[config.mk]
export PLATFORM = sky130hd
export DESIGN_NAME = otfr_fifo
export DESIGN_NICKNAME = d
export VERILOG_FILES = /design/src/design/otfr_pkg.sv /design/src/design/otfr_fifo.sv
export VERILOG_INCLUDE_DIRS = /design/src /design/src/design
export SDC_FILE = /design/constraint.sdc
export NUM_CORES = 1
export LEC_CHECK = 0
export ABC_AREA = 1
export BUFFER_PORTS_ARGS = -buffer_cell sky130_fd_sc_hd__buf_2
export CAP_MARGIN = 20
export CORE_AREA = 5 5 89 91
export CTS_CLUSTER_DIAMETER = 60
export DETAILED_ROUTE_END_ITERATION = 10
export DIE_AREA = 0 0 94 96
export GPL_TIMING_DRIVEN = 0
export HOLD_SLACK_MARGIN = 0.02
export PLACE_DENSITY = 0.71
export SETUP_SLACK_MARGIN = 0.5
export SYNTH_ARGS = -nofsm -noshare
export SYNTH_HDL_FRONTEND = slang
export SYNTH_SLANG_ARGS = --single-unit
[constraint.sdc]
create_clock -name clk -period 3.7 [get_ports clk]
set_input_delay 0.74 -clock clk [delete_from_list [all_inputs] [get_ports clk]]
set_output_delay 0.74 -clock clk [all_outputs]
set_load 0.005 [all_outputs]
[src/design/oled_text_framebuffer_refresh_top_macros.svh]
// Assertion macros shared by the frame store refresh design.
`ifndef OLED_TEXT_FRAMEBUFFER_REFRESH_TOP_MACROS_SVH
`define OLED_TEXT_FRAMEBUFFER_REFRESH_TOP_MACROS_SVH
`ifndef SYNTHESIS
`define OTFR_ASSERT(label, ante, cons) \
	label: assert property (@(posedge clk) disable iff (!arst_n) (ante) |-> (cons)) \
		else $error("assertion failed");
`define OTFR_ASSERT_NEXT(label, ante, cons) \
	label: assert property (@(posedge clk) disable iff (!arst_n) (ante) |=> (cons)) \
		else $error("assertion failed");
`else
`define OTFR_ASSERT(label, ante, cons)
`define OTFR_ASSERT_NEXT(label, ante, cons)
`endif
`endif

[src/design/otfr_pkg.sv]
// Shared types, constants and glyph tables of the frame store refresh design.
`default_nettype none
package otfr_pkg;
	localparam int COLUMNS_DEF = 128;
	localparam int PAGES_DEF = 8;
	localparam int CHUNK_BYTES_DEF = 7;

	localparam int PAGE_MAX_W = 3;
	localparam int COL_MAX_W = 7;
	localparam int GLYPH_W = 6;
	localparam int GLYPH_COLS = 5;
	localparam int CELL_COLS = 6;
	localparam int MAX_CHUNK = 7;
	localparam int DATA_W = 56;
	localparam int COUNT_W = 3;
	localparam int QUEUE_DEPTH = 4;

	localparam logic [7:0] CMD_PAGE_BASE = 8'hB0;
	localparam logic [7:0] CMD_COL_LO = 8'h00;
	localparam logic [7:0] CMD_COL_HI = 8'h10;

	typedef enum logic [1:0] {
		ACT_DRAW = 2'd0,
		ACT_CLEAR = 2'd1,
		ACT_SERVICE = 2'd2,
		ACT_NONE = 2'd3
	} otfr_action_t;

	typedef enum logic [1:0] {
		KIND_DRAW = 2'd0,
		KIND_CLEAR = 2'd1,
		KIND_SERVICE = 2'd2
	} otfr_kind_t;

	typedef struct packed {
		otfr_kind_t kind;
		logic [PAGE_MAX_W-1:0] page;
		logic [COL_MAX_W-1:0] column;
		logic [GLYPH_W-1:0] glyph;
		logic accepted;
	} otfr_item_t;

	function automatic logic [GLYPH_W-1:0] glyph_index(input logic [7:0] code);
		logic [GLYPH_W-1:0] idx;
		idx = '0;
		if (code >= "0" && code <= "9") begin
			idx = GLYPH_W'(code - "0" + 8'd1);
		end else begin
			unique case (code)
				":": idx = 6'd11;
				".": idx = 6'd12;
				"A": idx = 6'd13;
				"B": idx = 6'd14;
				"C": idx = 6'd15;
				"D": idx = 6'd16;
				"E": idx = 6'd17;
				"F": idx = 6'd18;
				"H": idx = 6'd19;
				"I": idx = 6'd20;
				"K": idx = 6'd21;
				"L": idx = 6'd22;
				"M": idx = 6'd23;
				"N": idx = 6'd24;
				"O": idx = 6'd25;
				"P": idx = 6'd26;
				"R": idx = 6'd27;
				"S": idx = 6'd28;
				"T": idx = 6'd29;
				"U": idx = 6'd30;
				"V": idx = 6'd31;
				"W": idx = 6'd32;
				"Y": idx = 6'd33;
				default: idx = '0;
			endcase
		end
		return idx;
	endfunction

	// column k of the glyph sits in bits 8k+7..8k
	function automatic logic [8*GLYPH_COLS-1:0] glyph_row(input logic [GLYPH_W-1:0] idx);
		logic [8*GLYPH_COLS-1:0] row;
		unique case (idx)
			6'd1: row = 40'h3E4549513E;
			6'd2: row = 40'h00407F4200;
			6'd3: row = 40'h4649516142;
			6'd4: row = 40'h314B454121;
			6'd5: row = 40'h107F121418;
			6'd6: row = 40'h3945454527;
			6'd7: row = 40'h3049494A3C;
			6'd8: row = 40'h0305097101;
			6'd9: row = 40'h3649494936;
			6'd10: row = 40'h1E29494906;
			6'd11: row = 40'h0000363600;
			6'd12: row = 40'h0000606000;
			6'd13: row = 40'h7E1111117E;
			6'd14: row = 40'h364949497F;
			6'd15: row = 40'h224141413E;
			6'd16: row = 40'h1C2241417F;
			6'd17: row = 40'h414949497F;
			6'd18: row = 40'h010909097F;
			6'd19: row = 40'h7F0808087F;
			6'd20: row = 40'h00417F4100;
			6'd21: row = 40'h412214087F;
			6'd22: row = 40'h404040407F;
			6'd23: row = 40'h7F020C027F;
			6'd24: row = 40'h7F1008047F;
			6'd25: row = 40'h3E4141413E;
			6'd26: row = 40'h060909097F;
			6'd27: row = 40'h462919097F;
			6'd28: row = 40'h3149494946;
			6'd29: row = 40'h01017F0101;
			6'd30: row = 40'h3F4040403F;
			6'd31: row = 40'h1F2040201F;
			6'd32: row = 40'h3F4038403F;
			6'd33: row = 40'h0708700807;
			default: row = '0;
		endcase
		return row;
	endfunction
endpackage
`default_nettype wire

[src/design/otfr_fifo.sv]
// Short item queue between the front end and the frame store engine.
`default_nettype none
`include "oled_text_framebuffer_refresh_top_macros.svh"
module otfr_fifo import otfr_pkg::*; (
	input  wire logic clk,
	input  wire logic arst_n,
	input  wire logic push,
	input  wire otfr_item_t push_item,
	input  wire logic pop,
	output otfr_item_t head_item,
	output logic empty,
	output logic full
);
	localparam int PTR_W = $clog2(QUEUE_DEPTH);
	localparam int CNT_W = $clog2(QUEUE_DEPTH + 1);

	otfr_item_t slot_q [QUEUE_DEPTH];
	logic [PTR_W-1:0] wr_ptr_q;
	logic [PTR_W-1:0] rd_ptr_q;
	logic [CNT_W-1:0] count_q;

	assign empty = (count_q == '0);
	assign full = (count_q == CNT_W'(QUEUE_DEPTH));
	assign head_item = slot_q[rd_ptr_q];

	always_ff @(posedge clk) begin
		if (push) begin
			slot_q[wr_ptr_q] <= push_item;
		end
	end

	always_ff @(posedge clk or negedge arst_n) begin
		if (!arst_n) begin
			wr_ptr_q <= '0;
			rd_ptr_q <= '0;
			count_q <= '0;
		end else begin
			if (push) begin
				wr_ptr_q <= wr_ptr_q + 1'b1;
			end
			if (pop) begin
				rd_ptr_q <= rd_ptr_q + 1'b1;
			end
			if (push && !pop) begin
				count_q <= count_q + 1'b1;
			end else if (pop && !push) begin
				count_q <= count_q - 1'b1;
			end
		end
	end

	`OTFR_ASSERT(fifo_no_overflow, full, !push)
	`OTFR_ASSERT(fifo_no_underflow, empty, !pop)
	`OTFR_ASSERT_NEXT(fifo_push_lands, push && !pop, !empty)
endmodule
`default_nettype wire

==> results.py <==
metrics = {
    "timing": {
        "period_needed_ns": 2.21,
        "post-route-period-util_pct": 59.8,
        "fin_tns_setup_ns": 0,
        "setup_viol": 0,
        "fmax_ghz": 0.452,
        "slew_viol_final": 0,
        "hold_violations": 0,
        "maxSlewHeadroom_pct": 41.4,
        "worst_slew_pin_slew_ns": 0.877,
        "skew_ns": 0.00864,
        "rsz0062_at_grt": "false",
    },
    "worst_setup_path": {
        "cp-start-kind": "flip-flop",
        "critPathKind": "reg -> out",
        "r2r_slack_ns": 1.97,
        "cp_max_fo": 10,
        "cp_common_cell": "buf_12",
        "critPathCaptureType": "primary output",
        "path_buf_inv": 4,
        "critical-path-top-delay-family": "buffers and inverters",
        "worstPathRequired_ns": 2.96,
        "crit_path_top_delay_cell": "dfrtp_1",
        "critPathArrivalTime_ns": 1.47,
        "slowest_delay_ns": 0.37,
        "cp_cell_sequence": "buf_6 -> buf_12 -> buf_12 -> o211ai_2 -> nand2_1 -> buf_2",
    },
    "die": {
        "ios": 44,
        "core_mm2": 0.00706,
        "std_cell_rows": 31,
        "dieArea_mm2": 0.00902,
        "start_util_pct": 50.4,
        "dieHeight_um": 96,
        "die_x_um": 94,
    },
    "finish": {
        "final_nets": 353,
        "multi_input_area_um2": 787,
        "final_layout_size_suffix_gt1_share_pct": 26.2,
        "antenna_cells": 0,
        "regArea_mm2": 0.00246,
        "syn2layout_area_growth_pct": 13.8,
        "nFillCells": 593,
        "final_area_mm2": 0.00405,
    },
    "detailed_routing": {
        "avgRoutedWirePerCell_um": 14.9,
        "first_pass_iters": 4,
        "remaining_drc_errors": 0,
        "drt-initial-drc-count": 109,
        "vias_per_cell": 4.78,
        "totalWireLength_mm": 6.37,
        "antenna_left": 0,
        "num_vias": 2040,
    },
    "clock_tree": {
        "h-tree-depth": 3,
        "post_cts.repair.setup_buffers": 0,
        "cts_hold_buffers": 0,
        "ctsResizeCount": 0,
        "clk_pin_slew_ns": 0.08,
        "clock-sinks": 83,
        "clockRootBuffer": "clkbuf_8",
        "cts_tree": "yes",
        "clkLatencyLatePin_ns": 0.34,
        "cts_buffer_depth": 2,
        "numCtsBuffers": 9,
    },
    "global_route": {
        "grt_pass1_vias": 2011,
        "antenna_found_initial": 0,
        "grt_use_total_pct": 15.3,
        "overflow": 0,
        "grt_pass1_wl_mm": 10.1,
        "grt_max_degree": 20,
    },
    "pwr": {
        "seqPwrFrac_pct": 43.8,
        "combinationalPowerShare_pct": 38.7,
        "clockPowerShare_pct": 17.5,
        "leakage_nw": 1.72,
        "power_density_mw_per_mm2": 743,
        "p_switching_mw": 1.05,
        "netSwitchingFraction_pct": 35.0,
        "vdd_drop_max_mv": 0.340,
        "p_int_mw": 1.95,
    },
    "synth": {
        "synthCells": 270,
        "yosysMostFrequentCell": "edfxtp_1",
        "synth_edf_count": 76,
        "synth_cell_types": 19,
        "synth_nets": 299,
        "ys_top_cells_by_area": "edfxtp_1 64%, nand2_1 7.4%, o211ai_2 6.7%, inv_1 5.3%, dfrtp_1 4.9%",
        "syn_area_per_cell_um2": 13.2,
        "synth_seq_cells": 83,
        "ys_async_sr_fraction_pct": 8.43,
        "synth_seq_area_share_pct": 69.1,
        "yosys_warnings": 0,
        "synthesis.area_mm2": 0.00355,
        "yosysTopAreaCell": "edfxtp_1",
        "synth_commonest_cells": "76 x edfxtp_1, 70 x nand2_1, 50 x inv_1",
        "synth_top_area_share_pct": 64.2,
        "ys.flop_type": "edfxtp_1",
    },
    "place": {
        "port_buffers": 43,
        "dp_hpwl_mm": 4.13,
        "gp_congestion": 0.737,
        "place_area_mm2": 0.00389,
    },
    "job": {
        "cap_violations": 0,
    },
    "run_status": {
        "status": "finished clean",
    },
    "hold_path": {
        "min_path_type": "in -> async",
    },
}
-- layout make-up --
type / instances / share of cell area [%]
Buffer: 14 / 3.03
Multi-Input combinational cell: 123 / 19.5
Tap cell: 99 / 3.06
Clock inverter: 3 / 0.402
Sequential cell: 83 / 60.7
Inverter: 50 / 4.64
Clock buffer: 12 / 3.34
Timing Repair Buffer: 43 / 5.32
-- cells by family after synthesis --
group | after synthesis | synth area share [%]
AO/OA/AOI/OAI | 39 | 10.8
buffers and inverters | 64 | 8.73
AND/OR/NAND/NOR | 74 | 7.99
XOR/XNOR | 4 | 0.986
adder cells (fa/ha/maj) | 6 | 2.32
flip-flops | 83 | 69.1
-- final timing paths --
kind,start,end,cells past startpoint
setup / recovery,rd_ptr_q[0]$_DFFE_PN0P_,head_item[14],6
hold / removal,arst_n,rd_ptr_q[1]$_DFFE_PN0P_,1
hold reg to reg,count_q[2]$_DFFE_PN0P_,count_q[2]$_DFFE_PN0P_,2
setup reg to reg,wr_ptr_q[0]$_DFFE_PN0P_,slot_q[0][15]$_DFFE_PP_,4
min in group clk,count_q[2]$_DFFE_PN0P_,count_q[2]$_DFFE_PN0P_,2
max in group asynchronous,arst_n,count_q[2]$_DFFE_PN0P_,1
-- layer usage --
layer / share of wire [%] / track usage [%] / wire, um
met5: 0 / 0 / 0
met2: 48 / 24.9 / 3070
met3: 3.5 / 3.99 / 224
met4: 1.4 / 6.50 / 87
met1: 47 / 19.6 / 2990
-- layout by cell type, fill, tap and decap left out, drive strengths merged --
cell / instances
ha: 5
o21ai: 1
clkinvlp: 1
nand3: 1
fa: 1
nand2: 70
buf: 56
xor2: 3
clkinv: 2
o211ai: 38
inv: 50
edfxtp: 76
xnor2: 1
clkbuf: 13
nor3: 2
dfrtp: 7
nand4: 1
-- power by group through the flow --
stage                     clock [mW]  sequential (mW)  combinational, mW
final                          0.525             1.32               1.16
after global routing           0.580             1.33               1.31
after CTS                      0.541             1.32               1.19
after detailed placement           0             1.34               1.19
after global placement             0             1.33               1.17
after floorplan                    0             1.32              0.790
-- stage by stage --
step | hold slack [ns] | utilization [%] | power, mW | cells | worst slack [ns]
CTS | 0.205 | 57.3 | 3.05 | 427 | 1.46
detailed placement | 0.496 | 55.2 | 2.53 | 412 | 1.46
floorplan | 0.444 | - | 2.11 | 270 | 1.91
global placement | 0.478 | 55.2 | 2.49 | 412 | 1.47
finish | 0.220 | 57.3 | 3.00 | 427 | 1.49
global route | 0.210 | 57.3 | 3.22 | 427 | 1.39
-- flip-flops by register name, summed over array words and instances (netlist names) --
name      count
slot_q       76
count_q       3
rd_ptr_q      2
wr_ptr_q      2
-- worst register-to-register path, cell delays in order (launching register included) --
cell,delay (ns)
dfrtp_1,0.43
inv_1,0.10
ha_1,0.14
nand2_1,0.05
inv_1,0.65
Note: power is estimated with default switching activity, not from simulation.
