### src/design/oled_text_framebuffer_refresh_top_macros.svh
// Assertion macros shared by the frame store refresh design.
`ifndef OLED_TEXT_FRAMEBUFFER_REFRESH_TOP_MACROS_SVH
`define OLED_TEXT_FRAMEBUFFER_REFRESH_TOP_MACROS_SVH
`ifndef SYNTHESIS
`define OTFR_ASSERT(label, ante, cons) \
	label: assert property (@(posedge clk) disable iff (!arst_n) (ante) |-> (cons)) \
		else $error("assertion failed");
`define OTFR_ASSERT_NEXT(label, ante, cons) \
	label: assert property (@(posedge clk) disable iff (!arst_n) (ante) |=> (cons)) \
		else $error("assertion failed");
`else
`define OTFR_ASSERT(label, ante, cons)
`define OTFR_ASSERT_NEXT(label, ante, cons)
`endif
`endif

### src/design/otfr_pkg.sv
// Shared types, constants and glyph tables of the frame store refresh design.
`default_nettype none
package otfr_pkg;
	localparam int COLUMNS_DEF = 128;
	localparam int PAGES_DEF = 8;
	localparam int CHUNK_BYTES_DEF = 7;

	localparam int PAGE_MAX_W = 3;
	localparam int COL_MAX_W = 7;
	localparam int GLYPH_W = 6;
	localparam int GLYPH_COLS = 5;
	localparam int CELL_COLS = 6;
	localparam int MAX_CHUNK = 7;
	localparam int DATA_W = 56;
	localparam int COUNT_W = 3;
	localparam int QUEUE_DEPTH = 4;

	localparam logic [7:0] CMD_PAGE_BASE = 8'hB0;
	localparam logic [7:0] CMD_COL_LO = 8'h00;
	localparam logic [7:0] CMD_COL_HI = 8'h10;

	typedef enum logic [1:0] {
		ACT_DRAW = 2'd0,
		ACT_CLEAR = 2'd1,
		ACT_SERVICE = 2'd2,
		ACT_NONE = 2'd3
	} otfr_action_t;

	typedef enum logic [1:0] {
		KIND_DRAW = 2'd0,
		KIND_CLEAR = 2'd1,
		KIND_SERVICE = 2'd2
	} otfr_kind_t;

	typedef struct packed {
		otfr_kind_t kind;
		logic [PAGE_MAX_W-1:0] page;
		logic [COL_MAX_W-1:0] column;
		logic [GLYPH_W-1:0] glyph;
		logic accepted;
	} otfr_item_t;

	function automatic logic [GLYPH_W-1:0] glyph_index(input logic [7:0] code);
		logic [GLYPH_W-1:0] idx;
		idx = '0;
		if (code >= "0" && code <= "9") begin
			idx = GLYPH_W'(code - "0" + 8'd1);
		end else begin
			unique case (code)
				":": idx = 6'd11;
				".": idx = 6'd12;
				"A": idx = 6'd13;
				"B": idx = 6'd14;
				"C": idx = 6'd15;
				"D": idx = 6'd16;
				"E": idx = 6'd17;
				"F": idx = 6'd18;
				"H": idx = 6'd19;
				"I": idx = 6'd20;
				"K": idx = 6'd21;
				"L": idx = 6'd22;
				"M": idx = 6'd23;
				"N": idx = 6'd24;
				"O": idx = 6'd25;
				"P": idx = 6'd26;
				"R": idx = 6'd27;
				"S": idx = 6'd28;
				"T": idx = 6'd29;
				"U": idx = 6'd30;
				"V": idx = 6'd31;
				"W": idx = 6'd32;
				"Y": idx = 6'd33;
				default: idx = '0;
			endcase
		end
		return idx;
	endfunction

	// column k of the glyph sits in bits 8k+7..8k
	function automatic logic [8*GLYPH_COLS-1:0] glyph_row(input logic [GLYPH_W-1:0] idx);
		logic [8*GLYPH_COLS-1:0] row;
		unique case (idx)
			6'd1: row = 40'h3E4549513E;
			6'd2: row = 40'h00407F4200;
			6'd3: row = 40'h4649516142;
			6'd4: row = 40'h314B454121;
			6'd5: row = 40'h107F121418;
			6'd6: row = 40'h3945454527;
			6'd7: row = 40'h3049494A3C;
			6'd8: row = 40'h0305097101;
			6'd9: row = 40'h3649494936;
			6'd10: row = 40'h1E29494906;
			6'd11: row = 40'h0000363600;
			6'd12: row = 40'h0000606000;
			6'd13: row = 40'h7E1111117E;
			6'd14: row = 40'h364949497F;
			6'd15: row = 40'h224141413E;
			6'd16: row = 40'h1C2241417F;
			6'd17: row = 40'h414949497F;
			6'd18: row = 40'h010909097F;
			6'd19: row = 40'h7F0808087F;
			6'd20: row = 40'h00417F4100;
			6'd21: row = 40'h412214087F;
			6'd22: row = 40'h404040407F;
			6'd23: row = 40'h7F020C027F;
			6'd24: row = 40'h7F1008047F;
			6'd25: row = 40'h3E4141413E;
			6'd26: row = 40'h060909097F;
			6'd27: row = 40'h462919097F;
			6'd28: row = 40'h3149494946;
			6'd29: row = 40'h01017F0101;
			6'd30: row = 40'h3F4040403F;
			6'd31: row = 40'h1F2040201F;
			6'd32: row = 40'h3F4038403F;
			6'd33: row = 40'h0708700807;
			default: row = '0;
		endcase
		return row;
	endfunction
endpackage
`default_nettype wire

### src/design/otfr_front.sv
// Input front end: accepts items, drops off-screen draws and unused actions, looks up glyphs.
`default_nettype none
module otfr_front import otfr_pkg::*; #(
	parameter int COLUMNS = COLUMNS_DEF,
	parameter int PAGES = PAGES_DEF
) (
	input  wire logic in_valid,
	output logic in_stall,
	input  wire logic [1:0] action,
	input  wire logic [7:0] cell_page,
	input  wire logic [7:0] cell_column,
	input  wire logic [7:0] char_code,
	input  wire logic link_accepted,
	input  wire logic busy,
	input  wire logic q_full,
	output logic q_push,
	output otfr_item_t q_item
);
	logic on_screen;
	logic keep;
	logic accept;

	assign on_screen = (cell_page < 8'(PAGES))
		&& (({1'b0, cell_column} + 9'(CELL_COLS)) <= 9'(COLUMNS));
	assign in_stall = busy || q_full;
	assign accept = in_valid && !in_stall;
	assign q_push = accept && keep;

	always_comb begin
		q_item.kind = KIND_SERVICE;
		q_item.page = cell_page[PAGE_MAX_W-1:0];
		q_item.column = cell_column[COL_MAX_W-1:0];
		q_item.glyph = glyph_index(char_code);
		q_item.accepted = link_accepted;
		keep = 1'b0;
		unique case (otfr_action_t'(action))
			ACT_DRAW: begin
				q_item.kind = KIND_DRAW;
				keep = on_screen;
			end
			ACT_CLEAR: begin
				q_item.kind = KIND_CLEAR;
				keep = 1'b1;
			end
			ACT_SERVICE: begin
				q_item.kind = KIND_SERVICE;
				keep = 1'b1;
			end
			ACT_NONE: keep = 1'b0;
			default: keep = 1'b0;
		endcase
	end
endmodule
`default_nettype wire

### config.mk
export PLATFORM = sky130hd
export DESIGN_NAME = otfr_front
export DESIGN_NICKNAME = d
export VERILOG_FILES = /design/src/design/oled_text_framebuffer_refresh_top_macros.svh /design/src/design/otfr_pkg.sv /design/src/design/otfr_front.sv
export SDC_FILE = /design/constraint.sdc
export NUM_CORES = 1
export LEC_CHECK = 0
export ABC_AREA = 1
export ABC_CLOCK_PERIOD_IN_PS = 1600
export BUFFER_PORTS_ARGS = -buffer_cell sky130_fd_sc_hd__buf_2
export CAP_MARGIN = 20
export CORE_MARGIN = 5
export CORE_UTILIZATION = 45
export DETAILED_ROUTE_END_ITERATION = 6
export PLACE_DENSITY_LB_ADDON = 0.15
export SYNTH_ARGS = -nofsm -noshare
export SYNTH_HDL_FRONTEND = slang
export SYNTH_SLANG_ARGS = --single-unit
### constraint.sdc
create_clock -name vclk -period 1.6
set_input_delay 0.24 -clock vclk [all_inputs]
set_output_delay 0.24 -clock vclk [all_outputs]
set_load 0.05 [all_outputs]
==> qor.csv, run 1 <==
stage,metric,value,unit
outcome,outcome,"finished, violations left",
outcome,failing checks,negative setup slack,
logic_synthesis,Post-Synthesis Cells,172,
grt,GR peak layer,met2,
route,Via Count,1179,
layout,share of post-route cells with drive strength above 1,0.4766,
layout,seq_cells,0,
placement,GP Congestion,0.8575,
pwr,leakage,0.7859,nW
layout,Area Overhead vs Synth,49.12,%
logic_synthesis,syn nets,210,
critical_path,"Req. time, crit path",1360,ps
pwr,Max VDD drop,157.2,uV
timing,RSZ-0062 raised after global routing,true,
timing,WHS,480.4,ps
placement,dpl hpwl,2.251,mm
critical_path,crit start category,input port,
die,Die Span Y,55.27,um
layout,final cell count without fillers,241,
layout,Seq. cell area,0,um2
logic_synthesis,area share of xor/xnor cells in the synthesized design,0,
timing,setup slack after layout,-73.18,ps
timing,period utilization,1.046,
route,Final ANT Viol Nets,0,
route,Vias/cell,4.892,
route,initial DRC count,50,
grt,initial antenna violation count,0,
timing,Max Fclk,0.5977,GHz
timing,Tmin final,1673,ps
timing,Slew Limit Fails,0,
placement,port bufs,43,
logic_synthesis,register area share after synthesis,0,
hold_path,HP Class,in -> out,
logic_synthesis,Synth area leaders,"nand2_1, ha_1, buf_4",
logic_synthesis,largest family of logic cells by synthesized area,simple AND/OR/NAND/NOR gates,
critical_path,CP Capture Type,output port,
timing,Hold Fails Final Rpt,0,
route,Residual DRC,0,
timing,Worst Tran Pin Value,269.5,ps
logic_synthesis,library cells used by synthesis,24,
timing,Worst slew margin,0.8197,
grt,vias in the first global route,1091,
grt,met2 usage,0.3361,
grt,gr ovfl total,0,
die,Die X,55.27,um
critical_path,CP Cell Sequence,buf_8 > buf_6 > ha_4 > buf_6 > o21ai_4 > nor2_1 > nor2_1 > nand3_1 > nand2_1 > nand2_1 > buf_6,
logic_synthesis,post-synthesis mux area share,0,
critical_path,Crit path top cell by count,buf_6,
die,Die Area,3054,um2
die,Core ar.,1962,um2
route,final wirelength,2.774,mm
critical_path,CP max stage cell,ha_4,
logic_synthesis,Synth Area in Adders,0.1085,
grt,first-pass GRT wire length,4.519,mm
logic_synthesis,Mapped Area,922.1,um2
run,max_cap viols,0,
grt,met3 usage,0.02331,
timing,final setup fails,3,
critical_path,Max stage delay on crit path,170,ps
placement,area post-placement,1172,um2
route,post-DR wirelength/cell,11.51,um
critical_path,critical setup path kind,in -> out,
layout,layout net count,254,
logic_synthesis,top-area cell type share of the netlist area,0.2117,
die,Rows,16,
grt,grt met1 use,0.1872,
layout,Fill cells,180,
layout,clock buffer count,0,
layout,Ant. Diodes,0,
logic_synthesis,simple-gate area share of the yosys netlist,0.5699,
critical_path,CP arrival,1430,ps
logic_synthesis,Synth area leader,nand2_1,
route,Detailed Routing Iterations Pass 1,4,
clock_tree,"Hold-fix buffers, CTS",0,
layout,Finished Cell Area,1375,um2
grt,largest net degree at the start of global routing,10,
logic_synthesis,Yosys warning count,0,
pwr,PD cells,249.5,nW/um2
grt,total global-route track usage,0.1687,
die,# IOs,51,
logic_synthesis,Compound-Gate Fraction of Synth Area,0.09227,
logic_synthesis,Mean Syn Cell Area,5.361,um2
placement,placed cells,240,
die,Starting Density,0.4700,
critical_path,CP Max Fanout,4,
[where the power goes]
part	switching (mW)	internal (mW)	total (mW)
Sequential	0	0	0
Clock	0	0	0
Combinational	0.213	0.130	0.343
[logic make-up (layout without fill, tap and decap cells)]
logic type               count (synthesis)  after routing
adder cells (fa/ha/maj)                  8              8
AO/OA/AOI/OAI                           14             14
buffers and inverters                   40             82
AND/OR/NAND/NOR                        110            110
[area by class of cell]
type	count	area, um2	area share
Inverter	27	111.4	0.08098
Multi-Input combinational cell	132	827.0	0.6015
Tap cell	27	33.78	0.02457
Timing Repair Buffer	55	402.9	0.2930
[repair_timing]
item / 4_1_cts / 5_1_grt
pin swaps: 10 / 7
setup buffers: 1 / 0
endpoints found under the hold margin: 0 / 0
endpoints found under the setup margin: 7 / 7
resized for setup: 38 / 16
[worst max-delay path, delay by kind of cell]
kind	cells	cell delay [ps]
simple gates	5	420
fa+ha+maj	1	170
compound gates	1	130
buf+inv	4	490
[worst paths after layout]
kind | cells past startpoint | endpoint | slack, ps | startpoint
max | 11 | q_item[2] | -70 | char_code[1]
min | 0 | q_item[15] | 480 | cell_page[1]
[synth_stat cells]
cell and number:
a21oi_1 4, a21oi_2 1, a31oi_1 1, buf_4 11
buf_6 2, ha_1 8, inv_1 22, inv_2 4
inv_6 1, nand2_1 52, nand2_2 6, nand2_4 1
nand3_1 15, nand3_2 4, nand3b_1 2, nor2_1 21
nor2_2 5, nor2_4 1, nor2_8 1, nor3_1 2
o21ai_0 3, o21ai_1 2, o21ai_2 2, o31ai_1 1
[cell usage in the layout (no fill, tap or decap)]
master    instances
o21ai_0           1
a31oi_1           1
clkbuf_4          1
buf_4            11
nand2_2           9
nand3_4           1
a21oi_2           3
nand2_1          49
inv_1            16
o21ai_1           3
inv_6             1
o21ai_4           1
nor2_8            1
ha_1              3
o31ai_1           1
o21ai_2           2
nand2_4           1
nor3_1            2
nor2_4            1
buf_8             2
nand3b_1          2
nor2_2            5
nand3_1          11
buf_6            10
nand3_2           7
inv_4             2
buf_2            30
a21oi_1           2
ha_4              5
nor2_1           21
buf_12            1
inv_2             8
[per-layer routing]
layer | vias to the layer above | routed length [um]
met2 | 43 | 1516
met4 | 0 | 36
li1 | 611 | -
met3 | 6 | 175
met5 | - | 0
met1 | 519 | 1046
[through the flow]
step / power [mW] / util / TNS (ps) / setup WS (ps)
floorplan: 0.2319 / - / -6.924 / -6.924
global placement: 0.2820 / 0.5976 / -953.3 / -235.8
detailed placement: 0.2883 / 0.5976 / -1110 / -237.3
CTS: 0.3256 / 0.6735 / -48.07 / -41.01
global route: 0.3706 / 0.7009 / -491.1 / -125.2
finish: 0.3431 / 0.7009 / -120.4 / -73.18
Note: power is estimated with default switching activity, not from simulation.
==> run 2, diff against run 1 <==
--- a/config.mk
+++ b/config.mk
@@ -12,7 +12,7 @@
 export CORE_MARGIN = 5
 export CORE_UTILIZATION = 45
 export DETAILED_ROUTE_END_ITERATION = 6
-export PLACE_DENSITY_LB_ADDON = 0.15
+export PLACE_DENSITY = 0.86
 export SYNTH_ARGS = -nofsm -noshare
 export SYNTH_HDL_FRONTEND = slang
 export SYNTH_SLANG_ARGS = --single-unit
==> run 2 against run 1 <==
Worst hold slack about the same; flip-flop and latch count unchanged; worst setup slack improved by 56 ps; the flow still finishes with violations (negative setup slack); count of clock-buffer cells in the layout unchanged; total power increased by 6.1%.
==> qor.csv, run 2 (same netlist as run 1, synthesis figures left out) <==
stage,metric,value,unit,change
outcome,outcome,"finished, violations left",,
outcome,failing checks,negative setup slack,,
critical_path,CP top delay family,simple AND/OR/NAND/NOR gates,,
timing,Slew Limit Fails,0,,unchanged
layout,Seq. cell area,0,um2,unchanged
critical_path,CP arrival,1380,ps,-50 ps
critical_path,CP Capture Type,output port,,
die,# IOs,51,,unchanged
critical_path,crit path buf inv count,2,,-2
critical_path,crit path from,char_code[4],,
layout,most frequent cells in the layout,"nand2_1, buf_2, buf_4",,
critical_path,CP Max Fanout,7,,+3
critical_path,Max stage delay on crit path,250,ps,+80 ps
placement,placed cells,241,,+0.42%
layout,Ant. Diodes,0,,unchanged
layout,Util after Layout,0.7506,,+0.04975
route,Vias/cell,4.951,,+1.2%
layout,clock buffer count,0,,unchanged
clock_tree,"Hold-fix buffers, CTS",0,,unchanged
timing,final setup fails,2,,-1
critical_path,CP Cell Sequence,buf_2 > nor2_1 > nand2_2 > o21ai_2 > nor2_1 > nand2_1 > nand2_1 > nand2_2 > buf_8,,
hold_path,HP Class,in -> out,,
die,Starting Density,0.4700,,unchanged
timing,Max Fclk,0.6185,GHz,+3.5%
pwr,Tot Pwr,363.9,uW,+6.1%
placement,dpl hpwl,1.984,mm,-12%
timing,RSZ-0062 raised after global routing,true,,
die,Die X,55.27,um,unchanged
die,Die Area,3054,um2,unchanged
layout,"commonest non-fill, non-tap cell in the layout",nand2_1,,
timing,Worst slew margin,0.8332,,+0.01349
grt,total global-route track usage,0.1524,,-0.01630
route,Final ANT Viol Nets,0,,unchanged
route,Residual DRC,0,,unchanged
timing,period utilization,1.010,,-0.03525
route,final wirelength,2.877,mm,+3.7%
layout,seq_cells,0,,unchanged
grt,first-pass GRT wire length,4.153,mm,-8.1%
critical_path,CP max stage cell,o21ai_2,,
layout,footprint of the multi-input gates,870.8,um2,+5.3%
layout,share of post-route cells with drive strength above 1,0.5342,,+0.05761
timing,Hold Fails Final Rpt,0,,unchanged
route,post-DR wirelength/cell,11.70,um,+1.6%
critical_path,crit start category,input port,,
layout,final cell count without fillers,246,,+2.1%
route,Detailed Routing Iterations Pass 1,4,,unchanged
route,initial DRC count,46,,-8.0%
die,Die Span Y,55.27,um,unchanged
route,Via Count,1218,,+3.3%
grt,vias in the first global route,1017,,-6.8%
pwr,PD cells,247.1,nW/um2,-0.96%
timing,Worst Tran Pin Value,252.0,ps,-17.51 ps
critical_path,critical setup path kind,in -> out,,
grt,initial antenna violation count,0,,unchanged
grt,gr ovfl total,0,,unchanged
placement,GP Congestion,0.9734,,+14%
placement,port bufs,43,,unchanged
critical_path,"Req. time, crit path",1360,ps,about the same
layout,layout net count,259,,+2.0%
grt,largest net degree at the start of global routing,10,,unchanged
layout,Area Overhead vs Synth,59.70,%,
die,Rows,16,,unchanged
die,Core ar.,1962,um2,unchanged
timing,setup slack after layout,-16.77,ps,+56.40 ps
run,max_cap viols,0,,unchanged
pwr,leakage,0.8123,nW,+3.4%
timing,Tmin final,1617,ps,-56.40 ps
critical_path,crit path to,q_item[4],,
critical_path,WP depth,9,,-2
pwr,Max VDD drop,171.7,uV,+9.2%
layout,Fill cells,154,,-14%
## run 2: per-stage QoR
stage	area [um2]	hold slack [ps]	TNS (ps)	setup slack (ps)
after floorplan	933.4	647.1	-6.924	-6.924
after global placement	1167	480.3	-1093	-263.9
after detailed placement	1167	480.3	-1413	-321.6
after CTS	1274	480.3	0	1.470
after global routing	1473	480.3	-274.7	-80.44
final	1473	480.1	-23.83	-16.77
## run 2: worst min-delay path by stage
stage                       endpoint  slack [ps]  depth (start not counted)          start
after floorplan            q_item[0]         650                          1  link_accepted
after global placement    q_item[14]         480                          0   cell_page[0]
after detailed placement  q_item[14]         480                          0   cell_page[0]
after CTS                 q_item[14]         480                          0   cell_page[0]
after global routing      q_item[15]         480                          0   cell_page[1]
final                     q_item[15]         480                          0   cell_page[1]
## run 2: timing repair
| item | CTS | global route |
|---|---|---|
| setup endpoints to repair | 7 | 7 |
| buffers inserted | 0 | 5 |
| pin swaps | 4 | 17 |
| resized for setup | 30 | 45 |
## run 2: report_power, final
part / switching [mW] / internal (mW) / leakage, nW / total, mW
registers: 0 / 0 / 0 / 0
clock network: 0 / 0 / 0 / 0
logic: 0.222 / 0.142 / 0.812 / 0.364
total: 0.222 / 0.142 / 0.812 / 0.364
## run 2: layout make-up
class | count | share of cell area
multi-input combinational | 132 | 0.5913
timing repair buffer | 60 | 0.3008
inverter | 27 | 0.08496
tap | 27 | 0.02294
## run 2: per-layer routing
layer | track usage | wire length, um
met3 | 0.02797 | 267
met5 | 0 | 0
met4 | 0.02778 | 53
met2 | 0.2855 | 1464
met1 | 0.1789 | 1092
==> run 3, diff against run 2 <==
--- a/config.mk
+++ b/config.mk
@@ -5,14 +5,13 @@
 export SDC_FILE = /design/constraint.sdc
 export NUM_CORES = 1
 export LEC_CHECK = 0
-export ABC_AREA = 1
 export ABC_CLOCK_PERIOD_IN_PS = 1600
 export BUFFER_PORTS_ARGS = -buffer_cell sky130_fd_sc_hd__buf_2
 export CAP_MARGIN = 20
 export CORE_MARGIN = 5
 export CORE_UTILIZATION = 45
 export DETAILED_ROUTE_END_ITERATION = 6
-export PLACE_DENSITY = 0.86
+export PLACE_DENSITY = 0.89
 export SYNTH_ARGS = -nofsm -noshare
 export SYNTH_HDL_FRONTEND = slang
 export SYNTH_SLANG_ARGS = --single-unit
==> run 3 against run 2 <==
The run still ends with negative setup slack left; critical path depth is 1 lower; die area shrank 10%; count of clock-buffer cells in the layout unchanged; worst hold slack is essentially flat; core utilization is 19 points higher; worst setup slack got worse by 370 ps; synthesized cell count fell by 34%; fmax down 18%; critical path type unchanged; critical endpoint is now q_item[3].
==> qor.csv, run 3 <==
stage,metric,value,unit,change
outcome,outcome,"finished, violations left",,
outcome,failing checks,negative setup slack,,
layout,Util after Layout,0.9399,,+0.1892
die,Die X,52.42,um,-5.2%
grt,total global-route track usage,0.2983,,+0.1459
pwr,Max VDD drop,198.7,uV,+16%
die,Starting Density,0.4688,,-0.001185
logic_synthesis,register area share after synthesis,0,,unchanged
critical_path,CP Capture Type,output port,,
layout,"commonest non-fill, non-tap cell in the layout",buf_4,,
layout,Area Overhead vs Synth,100.5,%,
timing,Max Fclk,0.5046,GHz,-18%
die,Die Area,2747,um2,-10%
pwr,PD cells,286.9,nW/um2,+16%
logic_synthesis,Post-Synthesis Cells,114,,-34%
timing,RSZ-0062 raised after global routing,true,,
critical_path,CP arrival,1740,ps,+360 ps
route,Residual DRC,0,,unchanged
clock_tree,"Hold-fix buffers, CTS",0,,unchanged
critical_path,CP Max Fanout,4,,-3
grt,vias in the first global route,1309,,+29%
critical_path,critical setup path kind,in -> out,,
layout,most frequent cells in the layout,"buf_4, buf_2, buf_6",,
die,Core ar.,1727,um2,-12%
logic_synthesis,Yosys warning count,0,,unchanged
pwr,Flop pwr share,0,,unchanged
die,# IOs,51,,unchanged
logic_synthesis,Mean Syn Cell Area,7.101,um2,+32%
pwr,Tot Pwr,465.5,uW,+28%
run,max_cap viols,0,,unchanged
layout,share of post-route cells with drive strength above 1,0.6743,,+0.1400
pwr,clock power share,0,,unchanged
layout,layout net count,215,,-17%
route,post-DR wirelength/cell,23.69,um,+100%
pwr,Comb pwr share,1.000,,about the same
route,Final ANT Viol Nets,0,,unchanged
pwr,leakage,0.7032,nW,-13%
placement,dpl hpwl,2.425,mm,+22%
hold_path,HP Class,in -> out,,
timing,Worst Tran Pin Value,572.0,ps,+320.0 ps
logic_synthesis,top-area cell type share of the netlist area,0.1236,,-0.08802
pwr,Pint,202.4,uW,+43%
logic_synthesis,Synth area leaders,"ha_1, buf_4, inv_1",,
pwr,Net Sw Power,263.2,uW,+18%
layout,Seq. cell area,0,um2,unchanged
timing,period utilization,1.239,,+0.2282
hold_path,worst hold stages,0,,unchanged
layout,clock buffer count,0,,unchanged
layout,Finished Cell Area,1623,um2,+10%
route,Vias/cell,6.440,,+30%
route,Detailed Routing Iterations Pass 1,4,,unchanged
hold_path,hold_sp,link_accepted,,
layout,Ant. Diodes,0,,unchanged
timing,Worst slew margin,0.6178,,-0.2153
layout,seq_cells,0,,unchanged
critical_path,crit start category,input port,,
timing,Tmin final,1982,ps,+365.1 ps
logic_synthesis,syn nets,152,,-28%
route,Via Count,1288,,+5.7%
logic_synthesis,cell with the most instances after synthesis,buf_4,,
timing,setup TNS,-1867,ps,-1843 ps
grt,initial antenna violation count,0,,unchanged
route,final wirelength,4.737,mm,+65%
route,initial DRC count,50,,+8.7%
logic_synthesis,Mapped Area,809.5,um2,-12%
timing,Hold Fails Final Rpt,0,,unchanged
logic_synthesis,Post-synth top cells,"buf_4, inv_1, nor2_1",,
die,Rows,15,,-1
grt,largest net degree at the start of global routing,12,,+2
pwr,switch share,0.5653,,-0.04544
die,Die Span Y,52.42,um,-5.2%
timing,setup slack after layout,-381.9,ps,-365.1 ps
critical_path,crit path from,char_code[0],,
placement,GP Congestion,0.9361,,-3.8%
grt,gr ovfl total,0,,unchanged
critical_path,"Req. time, crit path",1360,ps,about the same
timing,Slew Limit Fails,0,,unchanged
logic_synthesis,library cells used by synthesis,48,,+100%
timing,WHS,480.0,ps,-0.05300 ps
grt,first-pass GRT wire length,6.189,mm,+49%
logic_synthesis,Synth area leader,ha_1,,
placement,port bufs,43,,unchanged
timing,final setup fails,6,,+4
hold_path,WHS Endpoint,q_item[0],,
placement,area post-placement,1308,um2,+12%
-- run 3: changes by cell type in the layout (fill, tap and decap cells not counted), moves of 6 or more --
cell     previous run  this run
nand2_1            47         3
nand3_2             6         0
nor2_2              8         0
nor2_1             16         9
buf_4              17        32
inv_1              15         5
nand2_2            11         0
nand3_1            10         1
-- run 3: how the worst max path moves through the flow --
stage,to,slack [ps],cells past startpoint
floorplan,q_push,-250,6
global placement,q_item[3],-430,7
detailed placement,q_item[3],-470,8
CTS,q_item[3],-340,8
global route,q_item[2],-420,8
finish,q_item[3],-380,8
-- run 3: stage by stage --
step | instances | worst slack (ps)
global route | 200 | -418.3
CTS | 198 | -336.6
detailed placement | 197 | -466.9
global placement | 197 | -430.8
finish | 200 | -381.9
floorplan | 114 | -253.7
-- run 3: logic make-up after synthesis --
group | Yosys count | share of synthesized area
AO/OA/AOI/OAI | 29 | 0.2860
XOR/XNOR | 2 | 0.02164
adder cells (fa/ha/maj) | 8 | 0.1237
buffers and inverters | 29 | 0.2025
multiplexers | 1 | 0.01237
AND/OR/NAND/NOR | 45 | 0.3539
-- run 3: critical path: stages --
cell and delay (ps):
buf_12 110, buf_6 110, ha_4 170, or3_4 340, a32oi_4 260, nor2_1 90
a211o_4 270, buf_8 150
-- run 3: power by group through the flow --
stage | Sequential, mW | Combinational (mW) | Clock, mW
after floorplan | 0 | 0.251 | 0
after global placement | 0 | 0.340 | 0
after detailed placement | 0 | 0.350 | 0
after CTS | 0 | 0.411 | 0
after global routing | 0 | 0.484 | 0
final | 0 | 0.466 | 0
-- run 3: final cells by class --
class | count | area (um2)
inverters | 10 | 57.56
repair buffers | 80 | 639.4
fillers | 61 | 103.9
multi-input cells | 85 | 894.6
well taps | 25 | 31.28
-- run 3: what timing repair did --
action,in CTS,in global routing
setup buffers,1,2
resized for setup,54,15
pin swaps,15,8
endpoints found under the setup margin,7,7
-- run 3: per-layer routing --
| metal | wire [um] | up-vias | track usage |
|---|---|---|---|
| met3 | 341 | 35 | 0.03134 |
| met5 | 0 | - | 0 |
| met4 | 358 | 0 | 0.1489 |
| li1 | - | 537 | - |
| met2 | 2417 | 112 | 0.5888 |
| met1 | 1620 | 604 | 0.2995 |
